File: config.mk
export PLATFORM = sky130hd
export DESIGN_NAME = tagged_request_retry_engine
export DESIGN_NICKNAME = d
export VERILOG_FILES = /design/src/rtl/trre_pkg.sv /design/src/rtl/tagged_request_retry_engine.sv /design/src/rtl/trre_regs.sv /design/src/rtl/trre_front.sv /design/src/rtl/trre_cmd_queue.sv /design/src/rtl/trre_back.sv
export SDC_FILE = /design/constraint.sdc
export NUM_CORES = 1
export LEC_CHECK = 0
export BUFFER_PORTS_ARGS = -buffer_cell sky130_fd_sc_hd__buf_4
export CORE_MARGIN = 8
export CORE_UTILIZATION = 33
export DETAILED_ROUTE_END_ITERATION = 8
export PLACE_DENSITY_LB_ADDON = 0.2
export SYNTH_ARGS = -nofsm -noshare
export SYNTH_HDL_FRONTEND = slang
export SYNTH_HIERARCHICAL = 1
export SYNTH_SLANG_ARGS = --single-unit
File: constraint.sdc
create_clock -name clk -period 20.7 [get_ports clk]
set_input_delay 2.07 -clock clk [delete_from_list [all_inputs] [get_ports clk]]
set_output_delay 2.07 -clock clk [all_outputs]
set_load 0.02 [all_outputs]
File: src/rtl/trre_pkg.sv
// shared types, codes and constants of the tagged request retry engine
// no dependencies; used by every module of the block
`timescale 1ns / 1ps
`default_nettype none

package trre_pkg;

  localparam logic [2:0] OP_READ_RANGE = 3'd2;
  localparam logic [7:0] OP_LAST_VALID = 8'd3;

  localparam logic [7:0] CNT_LONG_A = 8'h82;
  localparam logic [7:0] CNT_LONG_B = 8'h83;
  localparam logic [7:0] CNT_LONG_C = 8'h85;

  localparam logic [15:0] SHORT_TIMEOUT_RESET = 16'd50;
  localparam logic [15:0] LONG_TIMEOUT_RESET  = 16'd5000;
  localparam logic [3:0]  MAX_ATTEMPTS_RESET  = 4'd3;
  localparam logic [7:0]  TAG_RESET           = 8'd1;

  localparam int CMDQ_DEPTH = 4;
  localparam int CMDQ_AW    = $clog2(CMDQ_DEPTH);
  localparam int RESQ_DEPTH = 2;
  localparam int RESQ_AW    = $clog2(RESQ_DEPTH);

  localparam int PADDR_W = 4;

  typedef enum logic [1:0] {
    REQ_START = 2'd0,
    REQ_RESP  = 2'd1,
    REQ_TICK  = 2'd2,
    REQ_FAIL  = 2'd3
  } req_type_t;

  typedef enum logic [1:0] {
    REG_SHORT_TIMEOUT = 2'd0,
    REG_LONG_TIMEOUT  = 2'd1,
    REG_MAX_ATTEMPTS  = 2'd2,
    REG_NONE          = 2'd3
  } reg_index_t;

  typedef enum logic [2:0] {
    RC_OK        = 3'd0,
    RC_INVALID   = 3'd1,
    RC_BUSY      = 3'd2,
    RC_TIMEOUT   = 3'd3,
    RC_SEND_FAIL = 3'd4
  } result_code_t;

  localparam logic KIND_FRAME = 1'b0;
  localparam logic KIND_DONE  = 1'b1;

  typedef enum logic [2:0] {
    CMD_START_BAD = 3'd0,
    CMD_START     = 3'd1,
    CMD_RESP      = 3'd2,
    CMD_RESP_DROP = 3'd3,
    CMD_TICK      = 3'd4,
    CMD_FAIL      = 3'd5
  } cmd_kind_t;

  typedef struct packed {
    cmd_kind_t   kind;
    logic [63:0] frame_base;
    logic        long_timeout;
    logic        single_attempt;
    logic [2:0]  rop;
    logic [7:0]  tag;
    logic [3:0]  status;
    logic [2:0]  count;
    logic [31:0] data;
  } cmd_t;

  typedef struct packed {
    logic [15:0] short_timeout_ms;
    logic [15:0] long_timeout_ms;
    logic [3:0]  max_attempts;
  } cfg_t;

  typedef struct packed {
    logic         out_kind;
    logic [63:0]  frame;
    result_code_t result_code;
    logic [2:0]   done_op;
    logic [7:0]   done_tag;
    logic [3:0]   done_status;
    logic [2:0]   done_count;
    logic [31:0]  done_data;
  } res_t;

endpackage

`default_nettype wire

File: src/rtl/tagged_request_retry_engine.sv
// top level of the tagged request retry engine
// depends on trre_pkg, trre_regs, trre_front, trre_cmd_queue, trre_back
//
//   channel   handshake          payload
//   input     push / full        req_type .. resp_data
//   result    empty / pop        out_kind .. done_data
//   config    apb, pready = 1    paddr[3:2] selects register
//
// one item per cycle sustained while full is low; an item's result, if any,
// is written into the result queue from the head of the command queue and can
// be popped once it is on the result ports; the back end handles one command
// per cycle and stalls only when the two-entry result queue is full and not
// popped; the four-entry command queue then fills and raises full
// synchronous reset empties both queues and restores register defaults
`timescale 1ns / 1ps
`default_nettype none

module tagged_request_retry_engine (
  input  wire logic                         clk,
  input  wire logic                         rst,
  input  wire logic                         push,
  output logic                              full,
  input  wire logic [1:0]                   req_type,
  input  wire logic [7:0]                   op,
  input  wire logic [15:0]                  address,
  input  wire logic [7:0]                   value_or_count,
  input  wire logic [15:0]                  write_address,
  input  wire logic [7:0]                   write_value,
  input  wire logic                         single_attempt,
  input  wire logic [7:0]                   resp_tag,
  input  wire logic [7:0]                   resp_status_raw,
  input  wire logic [3:0]                   resp_length,
  input  wire logic [7:0]                   resp_count,
  input  wire logic [31:0]                  resp_data,
  output logic                              empty,
  input  wire logic                         pop,
  output logic                              out_kind,
  output logic [63:0]                       frame,
  output logic [2:0]                        result_code,
  output logic [2:0]                        done_op,
  output logic [7:0]                        done_tag,
  output logic [3:0]                        done_status,
  output logic [2:0]                        done_count,
  output logic [31:0]                       done_data,
  input  wire logic                         psel,
  input  wire logic                         penable,
  input  wire logic                         pwrite,
  input  wire logic [trre_pkg::PADDR_W-1:0] paddr,
  input  wire logic [31:0]                  pwdata,
  output logic [31:0]                       prdata,
  output logic                              pready
);

  trre_pkg::cfg_t cfg;
  trre_pkg::cmd_t in_cmd;
  trre_pkg::cmd_t head_cmd;
  trre_pkg::res_t res;
  logic           cmd_empty;
  logic           cmd_pop;

  trre_regs u_regs (
    .clk     (clk),
    .rst     (rst),
    .psel    (psel),
    .penable (penable),
    .pwrite  (pwrite),
    .paddr   (paddr),
    .pwdata  (pwdata),
    .prdata  (prdata),
    .pready  (pready),
    .cfg     (cfg)
  );

  trre_front u_front (
    .req_type        (req_type),
    .op              (op),
    .address         (address),
    .value_or_count  (value_or_count),
    .write_address   (write_address),
    .write_value     (write_value),
    .single_attempt  (single_attempt),
    .resp_tag        (resp_tag),
    .resp_status_raw (resp_status_raw),
    .resp_length     (resp_length),
    .resp_count      (resp_count),
    .resp_data       (resp_data),
    .cmd             (in_cmd)
  );

  trre_cmd_queue u_cmdq (
    .clk      (clk),
    .rst      (rst),
    .push     (push),
    .push_cmd (in_cmd),
    .full     (full),
    .pop      (cmd_pop),
    .head     (head_cmd),
    .empty    (cmd_empty)
  );

  trre_back u_back (
    .clk       (clk),
    .rst       (rst),
    .cfg       (cfg),
    .cmd       (head_cmd),
    .cmd_empty (cmd_empty),
    .cmd_pop   (cmd_pop),
    .pop       (pop),
    .empty     (empty),
    .res       (res)
  );

  assign out_kind    = res.out_kind;
  assign frame       = res.frame;
  assign result_code = res.result_code;
  assign done_op     = res.done_op;
  assign done_tag    = res.done_tag;
  assign done_status = res.done_status;
  assign done_count  = res.done_count;
  assign done_data   = res.done_data;

endmodule

`default_nettype wire

File: src/rtl/trre_regs.sv
// apb configuration registers: timeouts and attempt limit
// depends on trre_pkg
`timescale 1ns / 1ps
`default_nettype none

module trre_regs (
  input  wire logic                        clk,
  input  wire logic                        rst,
  input  wire logic                        psel,
  input  wire logic                        penable,
  input  wire logic                        pwrite,
  input  wire logic [trre_pkg::PADDR_W-1:0] paddr,
  input  wire logic [31:0]                 pwdata,
  output logic      [31:0]                 prdata,
  output logic                             pready,
  output trre_pkg::cfg_t                   cfg
);

  trre_pkg::reg_index_t idx;
  logic                 wr;

  assign idx    = trre_pkg::reg_index_t'(paddr[3:2]);
  assign wr     = psel && penable && pwrite;
  assign pready = 1'b1;

  always_ff @(posedge clk) begin
    if (rst) begin
      cfg.short_timeout_ms <= trre_pkg::SHORT_TIMEOUT_RESET;
      cfg.long_timeout_ms  <= trre_pkg::LONG_TIMEOUT_RESET;
      cfg.max_attempts     <= trre_pkg::MAX_ATTEMPTS_RESET;
    end else if (wr) begin
      case (idx)
        trre_pkg::REG_SHORT_TIMEOUT: cfg.short_timeout_ms <= pwdata[15:0];
        trre_pkg::REG_LONG_TIMEOUT:  cfg.long_timeout_ms  <= pwdata[15:0];
        trre_pkg::REG_MAX_ATTEMPTS:  cfg.max_attempts     <= pwdata[3:0];
        default: ;
      endcase
    end
  end

  always_comb begin
    case (idx)
      trre_pkg::REG_SHORT_TIMEOUT: prdata = {16'd0, cfg.short_timeout_ms};
      trre_pkg::REG_LONG_TIMEOUT:  prdata = {16'd0, cfg.long_timeout_ms};
      trre_pkg::REG_MAX_ATTEMPTS:  prdata = {28'd0, cfg.max_attempts};
      default:                     prdata = 32'd0;
    endcase
  end

endmodule

`default_nettype wire

File: src/rtl/trre_front.sv
// front end: decodes and classifies one incoming item into a command
// depends on trre_pkg; feeds trre_cmd_queue
`timescale 1ns / 1ps
`default_nettype none

module trre_front (
  input  wire logic [1:0]  req_type,
  input  wire logic [7:0]  op,
  input  wire logic [15:0] address,
  input  wire logic [7:0]  value_or_count,
  input  wire logic [15:0] write_address,
  input  wire logic [7:0]  write_value,
  input  wire logic        single_attempt,
  input  wire logic [7:0]  resp_tag,
  input  wire logic [7:0]  resp_status_raw,
  input  wire logic [3:0]  resp_length,
  input  wire logic [7:0]  resp_count,
  input  wire logic [31:0] resp_data,
  output trre_pkg::cmd_t   cmd
);

  trre_pkg::req_type_t rt;
  logic                resp_ok;
  logic [3:0]          len_expect;

  assign rt         = trre_pkg::req_type_t'(req_type);
  assign len_expect = {1'b0, resp_count[2:0]} + 4'd4;
  assign resp_ok    = (resp_count <= 8'd4) && (resp_length == len_expect);

  always_comb begin
    cmd.frame_base = {write_value, write_address[7:0], write_address[15:8],
                      value_or_count, address[7:0], address[15:8], 8'd0, op};
    cmd.long_timeout = (op[7:0] == {5'd0, trre_pkg::OP_READ_RANGE}) &&
                       ((value_or_count == trre_pkg::CNT_LONG_A) ||
                        (value_or_count == trre_pkg::CNT_LONG_B) ||
                        (value_or_count == trre_pkg::CNT_LONG_C));
    cmd.single_attempt = single_attempt;
    cmd.rop    = op[2:0];
    cmd.tag    = resp_tag;
    cmd.status = resp_status_raw[3:0];
    cmd.count  = resp_count[2:0];
    case (resp_count[2:0])
      3'd0:    cmd.data = 32'd0;
      3'd1:    cmd.data = {24'd0, resp_data[7:0]};
      3'd2:    cmd.data = {16'd0, resp_data[15:0]};
      3'd3:    cmd.data = {8'd0, resp_data[23:0]};
      default: cmd.data = resp_data;
    endcase
    case (rt)
      trre_pkg::REQ_START:
        cmd.kind = (op > trre_pkg::OP_LAST_VALID) ? trre_pkg::CMD_START_BAD
                                                  : trre_pkg::CMD_START;
      trre_pkg::REQ_RESP:
        cmd.kind = resp_ok ? trre_pkg::CMD_RESP : trre_pkg::CMD_RESP_DROP;
      trre_pkg::REQ_TICK: cmd.kind = trre_pkg::CMD_TICK;
      default:            cmd.kind = trre_pkg::CMD_FAIL;
    endcase
  end

endmodule

`default_nettype wire

File: src/rtl/trre_cmd_queue.sv
// short command queue between front and back end
// depends on trre_pkg
`timescale 1ns / 1ps
`default_nettype none

module trre_cmd_queue (
  input  wire logic           clk,
  input  wire logic           rst,
  input  wire logic           push,
  input  trre_pkg::cmd_t      push_cmd,
  output logic                full,
  input  wire logic           pop,
  output trre_pkg::cmd_t      head,
  output logic                empty
);

  localparam int AW = trre_pkg::CMDQ_AW;

  trre_pkg::cmd_t  mem [trre_pkg::CMDQ_DEPTH];
  logic [AW-1:0]   wptr;
  logic [AW-1:0]   rptr;
  logic [AW:0]     count;
  logic            do_push;
  logic            do_pop;

  assign full    = (count == (AW+1)'(trre_pkg::CMDQ_DEPTH));
  assign empty   = (count == '0);
  assign do_push = push && !full;
  assign do_pop  = pop && !empty;
  assign head    = mem[rptr];

  always_ff @(posedge clk) begin
    if (do_push) begin
      mem[wptr] <= push_cmd;
    end
  end

  always_ff @(posedge clk) begin
    if (rst) begin
      wptr  <= '0;
      rptr  <= '0;
      count <= '0;
    end else begin
      if (do_push) begin
        wptr <= wptr + 1'b1;
      end
      if (do_pop) begin
        rptr <= rptr + 1'b1;
      end
      case ({do_push, do_pop})
        2'b10:   count <= count + 1'b1;
        2'b01:   count <= count - 1'b1;
        default: ;
      endcase
    end
  end

endmodule

`default_nettype wire

File: src/rtl/trre_back.sv
// back end: transaction state, tag, retry counting and result queue
// depends on trre_pkg; takes commands from trre_cmd_queue
`timescale 1ns / 1ps
`default_nettype none

module trre_back (
  input  wire logic      clk,
  input  wire logic      rst,
  input  trre_pkg::cfg_t cfg,
  input  trre_pkg::cmd_t cmd,
  input  wire logic      cmd_empty,
  output logic           cmd_pop,
  input  wire logic      pop,
  output logic           empty,
  output trre_pkg::res_t res
);

  localparam int AW = trre_pkg::RESQ_AW;

  logic        busy, busy_next;
  logic [7:0]  next_tag, next_tag_next;
  logic [63:0] held_frame, held_frame_next;
  logic [3:0]  attempts_left, attempts_left_next;
  logic [15:0] wait_ticks, wait_ticks_next;
  logic        use_long, use_long_next;

  trre_pkg::res_t rq [trre_pkg::RESQ_DEPTH];
  logic [AW-1:0]  wptr, rptr;
  logic [AW:0]    count;
  logic           res_valid;
  trre_pkg::res_t res_new;
  logic           go, rq_push, rq_pop;
  logic [15:0]    tmo_sel;
  logic [15:0]    tmo;
  logic [63:0]    start_frame;
  logic [3:0]     start_left;

  assign rq_pop  = pop && !empty;
  assign empty   = (count == '0);
  assign go      = !cmd_empty &&
                   ((count != (AW+1)'(trre_pkg::RESQ_DEPTH)) || rq_pop);
  assign cmd_pop = go;
  assign rq_push = go && res_valid;
  assign res     = rq[rptr];

  assign start_frame = {cmd.frame_base[63:16], next_tag, cmd.frame_base[7:0]};
  assign start_left  = (cmd.single_attempt || cfg.max_attempts == 4'd0) ? 4'd0
                                                                        : cfg.max_attempts - 4'd1;

  always_comb begin
    tmo_sel = use_long_next ? cfg.long_timeout_ms : cfg.short_timeout_ms;
    tmo     = (tmo_sel == 16'd0) ? 16'd1 : tmo_sel;
  end

  always_comb begin
    busy_next          = busy;
    next_tag_next      = next_tag;
    held_frame_next    = held_frame;
    attempts_left_next = attempts_left;
    wait_ticks_next    = wait_ticks;
    use_long_next      = use_long;
    res_valid          = 1'b0;
    res_new            = '0;
    case (cmd.kind)
      trre_pkg::CMD_START_BAD: begin
        res_valid           = 1'b1;
        res_new.out_kind    = trre_pkg::KIND_DONE;
        res_new.result_code = trre_pkg::RC_INVALID;
      end
      trre_pkg::CMD_START: begin
        res_valid = 1'b1;
        if (busy) begin
          res_new.out_kind    = trre_pkg::KIND_DONE;
          res_new.result_code = trre_pkg::RC_BUSY;
        end else begin
          use_long_next      = cmd.long_timeout;
          held_frame_next    = start_frame;
          next_tag_next      = next_tag + 8'd1;
          attempts_left_next = start_left;
          wait_ticks_next    = tmo;
          busy_next          = 1'b1;
          res_new.out_kind   = trre_pkg::KIND_FRAME;
          res_new.frame      = start_frame;
        end
      end
      trre_pkg::CMD_RESP: begin
        if (busy && cmd.tag == held_frame[15:8] &&
            {5'd0, cmd.rop} == held_frame[7:0]) begin
          busy_next           = 1'b0;
          res_valid           = 1'b1;
          res_new.out_kind    = trre_pkg::KIND_DONE;
          res_new.result_code = trre_pkg::RC_OK;
          res_new.done_op     = cmd.rop;
          res_new.done_tag    = cmd.tag;
          res_new.done_status = cmd.status;
          res_new.done_count  = cmd.count;
          res_new.done_data   = cmd.data;
        end
      end
      trre_pkg::CMD_TICK: begin
        if (busy) begin
          if (wait_ticks > 16'd1) begin
            wait_ticks_next = wait_ticks - 16'd1;
          end else if (attempts_left != 4'd0) begin
            attempts_left_next = attempts_left - 4'd1;
            wait_ticks_next    = tmo;
            res_valid          = 1'b1;
            res_new.out_kind   = trre_pkg::KIND_FRAME;
            res_new.frame      = held_frame;
          end else begin
            busy_next           = 1'b0;
            wait_ticks_next     = 16'd0;
            res_valid           = 1'b1;
            res_new.out_kind    = trre_pkg::KIND_DONE;
            res_new.result_code = trre_pkg::RC_TIMEOUT;
          end
        end
      end
      trre_pkg::CMD_FAIL: begin
        if (busy) begin
          busy_next           = 1'b0;
          wait_ticks_next     = 16'd0;
          attempts_left_next  = 4'd0;
          res_valid           = 1'b1;
          res_new.out_kind    = trre_pkg::KIND_DONE;
          res_new.result_code = trre_pkg::RC_SEND_FAIL;
        end
      end
      default: ;
    endcase
  end

  always_ff @(posedge clk) begin
    if (rst) begin
      busy          <= 1'b0;
      next_tag      <= trre_pkg::TAG_RESET;
      held_frame    <= 64'd0;
      attempts_left <= 4'd0;
      wait_ticks    <= 16'd0;
      use_long      <= 1'b0;
    end else if (go) begin
      busy          <= busy_next;
      next_tag      <= next_tag_next;
      held_frame    <= held_frame_next;
      attempts_left <= attempts_left_next;
      wait_ticks    <= wait_ticks_next;
      use_long      <= use_long_next;
    end
  end

  always_ff @(posedge clk) begin
    if (rq_push) begin
      rq[wptr] <= res_new;
    end
  end

  always_ff @(posedge clk) begin
    if (rst) begin
      wptr  <= '0;
      rptr  <= '0;
      count <= '0;
    end else begin
      if (rq_push) begin
        wptr <= wptr + 1'b1;
      end
      if (rq_pop) begin
        rptr <= rptr + 1'b1;
      end
      case ({rq_push, rq_pop})
        2'b10:   count <= count + 1'b1;
        2'b01:   count <= count - 1'b1;
        default: ;
      endcase
    end
  end

endmodule

`default_nettype wire

Word level (Yosys, flattened, before mapping)
Memories as Yosys holds them, arrays and structs flattened. A register that Yosys moved wholly into a read port is not among the register bits.
Index checks and enable logic that the tools add are counted.
{"block": "classes", "addsub": 13, "n_mul": 0, "div": 0, "magnitude_cmp": 3, "n_eq_ne": 30, "n_shift": 0, "muxes": 55, "n_bitwise": 1, "n_reduce_logical": 40}
{"cell": "$mux W68", "count": 2}
{"cell": "$mux W64", "count": 2}
{"cell": "$pmux W32 S4", "count": 1}
{"cell": "$pmux W64 S2", "count": 1}
{"cell": "$mux W16", "count": 7}
{"cell": "$mux W50", "count": 2}
{"cell": "$pmux W16 S3", "count": 2}
{"cell": "$eq A8 B8 Y1 const B", "count": 3}
{"cell": "$mux W4", "count": 6}
{"cell": "$mux W1", "count": 19}
{"cell": "$gt A16 B1 Y1 const B", "count": 1}
{"cell": "$logic_not A16 Y1", "count": 1}
{"cell": "$sub A16 B1 Y16 const B", "count": 1}
{"cell": "$pmux W3 S5", "count": 1}
{"cell": "$pmux W1 S4", "count": 3}
{"cell": "$pmux W4 S3", "count": 1}
{"cell": "$logic_and A1 B1 Y1", "count": 11}
{"cell": "$eq A3 B2 Y1 const B", "count": 3}
{"cell": "$eq A3 B3 Y1 const B", "count": 3}
{"cell": "$logic_not A3 Y1", "count": 3}
{"cell": "$pmux W3 S3", "count": 1}
{"cell": "$add A8 B1 Y8 const B", "count": 1}
{"cell": "$eq A2 B1 Y1 const B", "count": 4}
{"cell": "$eq A2 B2 Y1 const B", "count": 4}
{"cell": "33 further kinds", "count": 59}
{"block": "word_totals", "ff_bits": 141, "latch_bits": 0, "mem_bits_rw": 680, "rom_bits": 0, "inputBits": 162, "output_inout_bits": 153, "elab_cells": 159, "memories": 2}
{"memory": "u_cmdq.mem", "words": 4, "width": 111, "rd": 1, "rd_clocked_by_memory_dff": 1, "write_ports": 1, "line": "trre_cmd_queue.sv:19", "rtl": "trre_pkg::cmd_t mem [trre_pkg::CMDQ_DEPTH];"}
{"memory": "u_back.rq", "words": 2, "width": 118, "rd": 1, "rd_clocked_by_memory_dff": 1, "write_ports": 1, "line": "trre_back.sv:27", "rtl": "trre_pkg::res_t rq [trre_pkg::RESQ_DEPTH];"}

Depth between registers and ports, before layout
{"block": "logic_depth", "ltp_word": 9, "mapped_depth": 12, "ltp_nobuf": 10}

Cells and area by module
Netlist, hierarchy kept.
{"module": "trre_cmd_queue", "instances": 1, "cells_each": 675, "area_per_inst_um2": 17742.0, "seq_area_each_um2": 14473.9}
{"module": "trre_back", "instances": 1, "cells_each": 1119, "area_per_inst_um2": 14345.0, "seq_area_each_um2": 9068.7}
{"module": "trre_regs", "instances": 1, "cells_each": 210, "area_per_inst_um2": 1936.9, "seq_area_each_um2": 720.7}
{"module": "trre_front", "instances": 1, "cells_each": 141, "area_per_inst_um2": 994.7, "seq_area_each_um2": 0.0}

Worst setup path after synthesis
Ideal clock, no wire load.
{"block": "synth_timing", "path_type": "in2reg", "start": "input port pop", "end": "memory u_back/rq[0][0] in the netlist's numbering, enable pin", "setup_ps": 597, "arrival_ps": 7504, "required_time_ps": 20103, "setup_slack_ps": 12599, "cell_stages": 4, "n_path_buf": 0, "path_cell_list": "nor3b_1 > nor2_1 > o31ai_1 > nor2_1"}
{"block": "synth_between", "elab_chain_cells": 6}
{"element": "start, declared", "line": "tagged_request_retry_engine.sv:36", "rtl": "input wire logic pop,"}
{"element": "$logic_and A1 B1 Y1", "line": "trre_back.sv:38", "rtl": "assign rq_pop = pop && !empty;"}
{"element": "$logic_or A1 B1 Y1", "line": "trre_back.sv:41", "rtl": "((count != (AW+1)'(trre_pkg::RESQ_DEPTH)) || rq_pop);"}
{"element": "$logic_and A1 B1 Y1", "line": "trre_back.sv:40", "rtl": "assign go = !cmd_empty &&"}
{"element": "named net cmd_pop", "line": "tagged_request_retry_engine.sv:59", "rtl": "logic cmd_pop;"}
{"element": "$logic_and A1 B1 Y1", "line": "trre_back.sv:43", "rtl": "assign rq_push = go && res_valid;"}
{"element": "$mux W1", "line": "trre_back.sv:152", "rtl": "if (rq_push) begin"}
{"element": "$mux W1 (not written as such)", "line": "trre_back.sv:153", "rtl": "rq[wptr] <= res_new;"}
{"element": "end, declared", "line": "trre_back.sv:27"}
The timed path passes the listed nets, and every way through them passes these cells.

==> impl_metrics.ini <==
[hold_path]
min_to = u_back/held_frame[55]
min-delay-start = u_back/held_frame[55]
whs_path_depth = 2
hp-class = reg -> reg

[floorplan]
start_util = 0.332
io-pin-count = 315
core_sq_um = 102000
rows = 117
dieArea_sq_um = 113000
die_w_um = 336
die_y_um = 336

[grt]
grt_max_degree = 101
grtUsageTotal = 0.148
overflow = 0
grt_pass1_wl_mm = 126
grt_pass1_vias = 19510
antenna_found_initial = 16

[critical_path]
r2r-end = u_back/rq[1][103]
critPathLaunchType = flip-flop
arrival_ns = 6.03
crit_chain = buf_4 > mux4_2 > xnor2_1 > nand4_1 > nor4_1 > o31ai_1 > nor2_4 > buf_12
crit_family = simple AND/OR/NAND/NOR gates
reg2reg_depth = 8
critical_path_required_ns = 20.97
critPathSlowestCell = nor4_1
critical_path.max_fanout = 100
cp-end-kind = flip-flop
r2r_setup_slack_ns = 14.94
slowest_delay_ns = 1.04
worstSetupPathType = reg -> reg
path_depth = 8
path_buf_inv = 2

[clock_network]
root_buffer = clkbuf_16
cts-resized-gates = 0
cts.clk_slew.worst_paths_ns = 0.06
cts_tree = done
htree_levels = 3
clkSinkCount = 824
cts_buffers = 93
insertion_delay_ns = 0.66
clockBufferDepth = 3
post_cts_buffers = 0
hold_buffers = 0

[layout]
nets = 2474
drive_gt1_frac = 0.298
area_delta_synth_final_pct = 17.3

[yosys]
yosysWarnings = 6
syn_area_sq_um = 33800
synthCells = 2096
syn_avg_cell_area_sq_um = 16.1

[power_and_ir_drop]
power-per-cell-area_nw_per_um2 = 122
leakage_uw = 0.0136
power.share.combinational = 0.228
p_sw_uw = 1410
clkPwrFrac = 0.340
swShare = 0.291
peakVddDrop_uv = 58.2
p_total_uw = 4830
p_seq_frac = 0.432
p_int_uw = 3420

[routing]
wl_per_cell_um = 22.8
first_iter_violations = 989
ant_nets = 0
dr.pass1.iters = 5
via_per_inst = 4.89
wl_mm = 85.5
vias = 18333
drc_errors = 0

[sta]
min_period_ns = 5.76
tightest_slew_ns = 1.33
drv_slew = 0
setup_violations = 0
fmax_mhz = 173
fin_crit_sh = 0.278
rsz0062_at_grt = no
fin_hold_ws_ns = 0.453
hold_violations = 0
slew_headroom = 0.111
finClkSkew_ns = 0.0254
fin_tns_setup_ns = 0

[place]
io_buffers = 275
gp_congestion = 0.755
dp_hpwl_mm = 51.8

[outcome]
status = complete, no violations

[flow_run]
cap_violations = 0
[registers in the layout, indices dropped and copies added (netlist names), named ones only]
signal / count
u_cmdq/rptr: 2
u_back/count: 2
u_cmdq/count: 3
u_back/held_frame: 64
u_back/use_long: 1
u_back/wptr: 1
u_back/next_tag: 8
u_back/busy: 1
u_cmdq/wptr: 2
u_back/attempts_left: 4
u_back/rq: 236
u_back/wait_ticks: 16
u_cmdq/mem: 444
u_back/rptr: 1
u_regs/cfg: 36
[cell usage in the layout, fill, tap and decap left out, types with 30 or more instances in the layout]
cell and instances:
a22o_1 64, mux2i_1 55, nand2_1 147, nor2_1 72
a21oi_1 88, dfxtp_1 141, clkbuf_16 99, nand2b_1 52
mux2_2 133, clkbuf_1 30, and3_1 51, mux4_2 111
edfxtp_1 680, buf_4 299
[layer usage]
layer  global-route usage  wire, um  vias up
met5                    0        95        -
met4               0.0342      1680       14
met3               0.0450      5620      123
met1                0.184     36100     9376
li1                     -         -     8363
met2                0.253     41900      457
[power groups by stage]
| stage | clock [uW] | sequential [uW] | combinational [uW] |
|---|---|---|---|
| floorplan | 0 | 2100 | 738 |
| global placement | 0 | 2120 | 1110 |
| detailed placement | 0 | 2130 | 1130 |
| CTS | 1690 | 2090 | 1130 |
| global route | 1760 | 2110 | 1190 |
| finish | 1640 | 2090 | 1100 |
[layout make-up]
class                      instances  area (sq um)
multi-input combinational       1053          9160
tap                             1368          1710
timing repair buffer             302          2300
antenna                            7          17.5
inverter                          24          90.1
sequential                       824         23300
fill                            9367         62100
clock buffer                     132          2630
clock inverter                    42           455
[worst max path at each step]
stage | start | endpoint | slack, ns
floorplan | pop | u_back/rq[0][0] | 12.60
global placement | flip-flop | u_back/rq[1][10] | 14.76
detailed placement | flip-flop | u_back/rq[0][4] | 14.81
CTS | flip-flop | u_back/rq[0][6] | 14.80
global route | flip-flop | u_back/rq[0][8] | 14.56
finish | flip-flop | u_back/rq[1][103] | 14.94
[worst reg2reg max path, cell delays in order, from the launching register on]
cell	delay [ns]
dfxtp_4	0.65
buf_4	0.78
mux4_2	0.71
xnor2_1	0.27
nand4_1	0.14
nor4_1	1.04
o31ai_1	0.38
nor2_4	0.68
buf_12	0.61
[metrics by stage]
stage / instance area, sq um / utilization / cells / setup slack, ns
CTS: 39700 / 0.390 / 3745 / 14.80
finish: 39700 / 0.390 / 3752 / 14.94
global placement: 36600 / 0.359 / 3571 / 14.76
global route: 39700 / 0.390 / 3747 / 14.56
detailed placement: 36600 / 0.359 / 3571 / 14.81
floorplan: 33900 / - / 2111 / 12.60
Power figures use the tool's default switching activity.
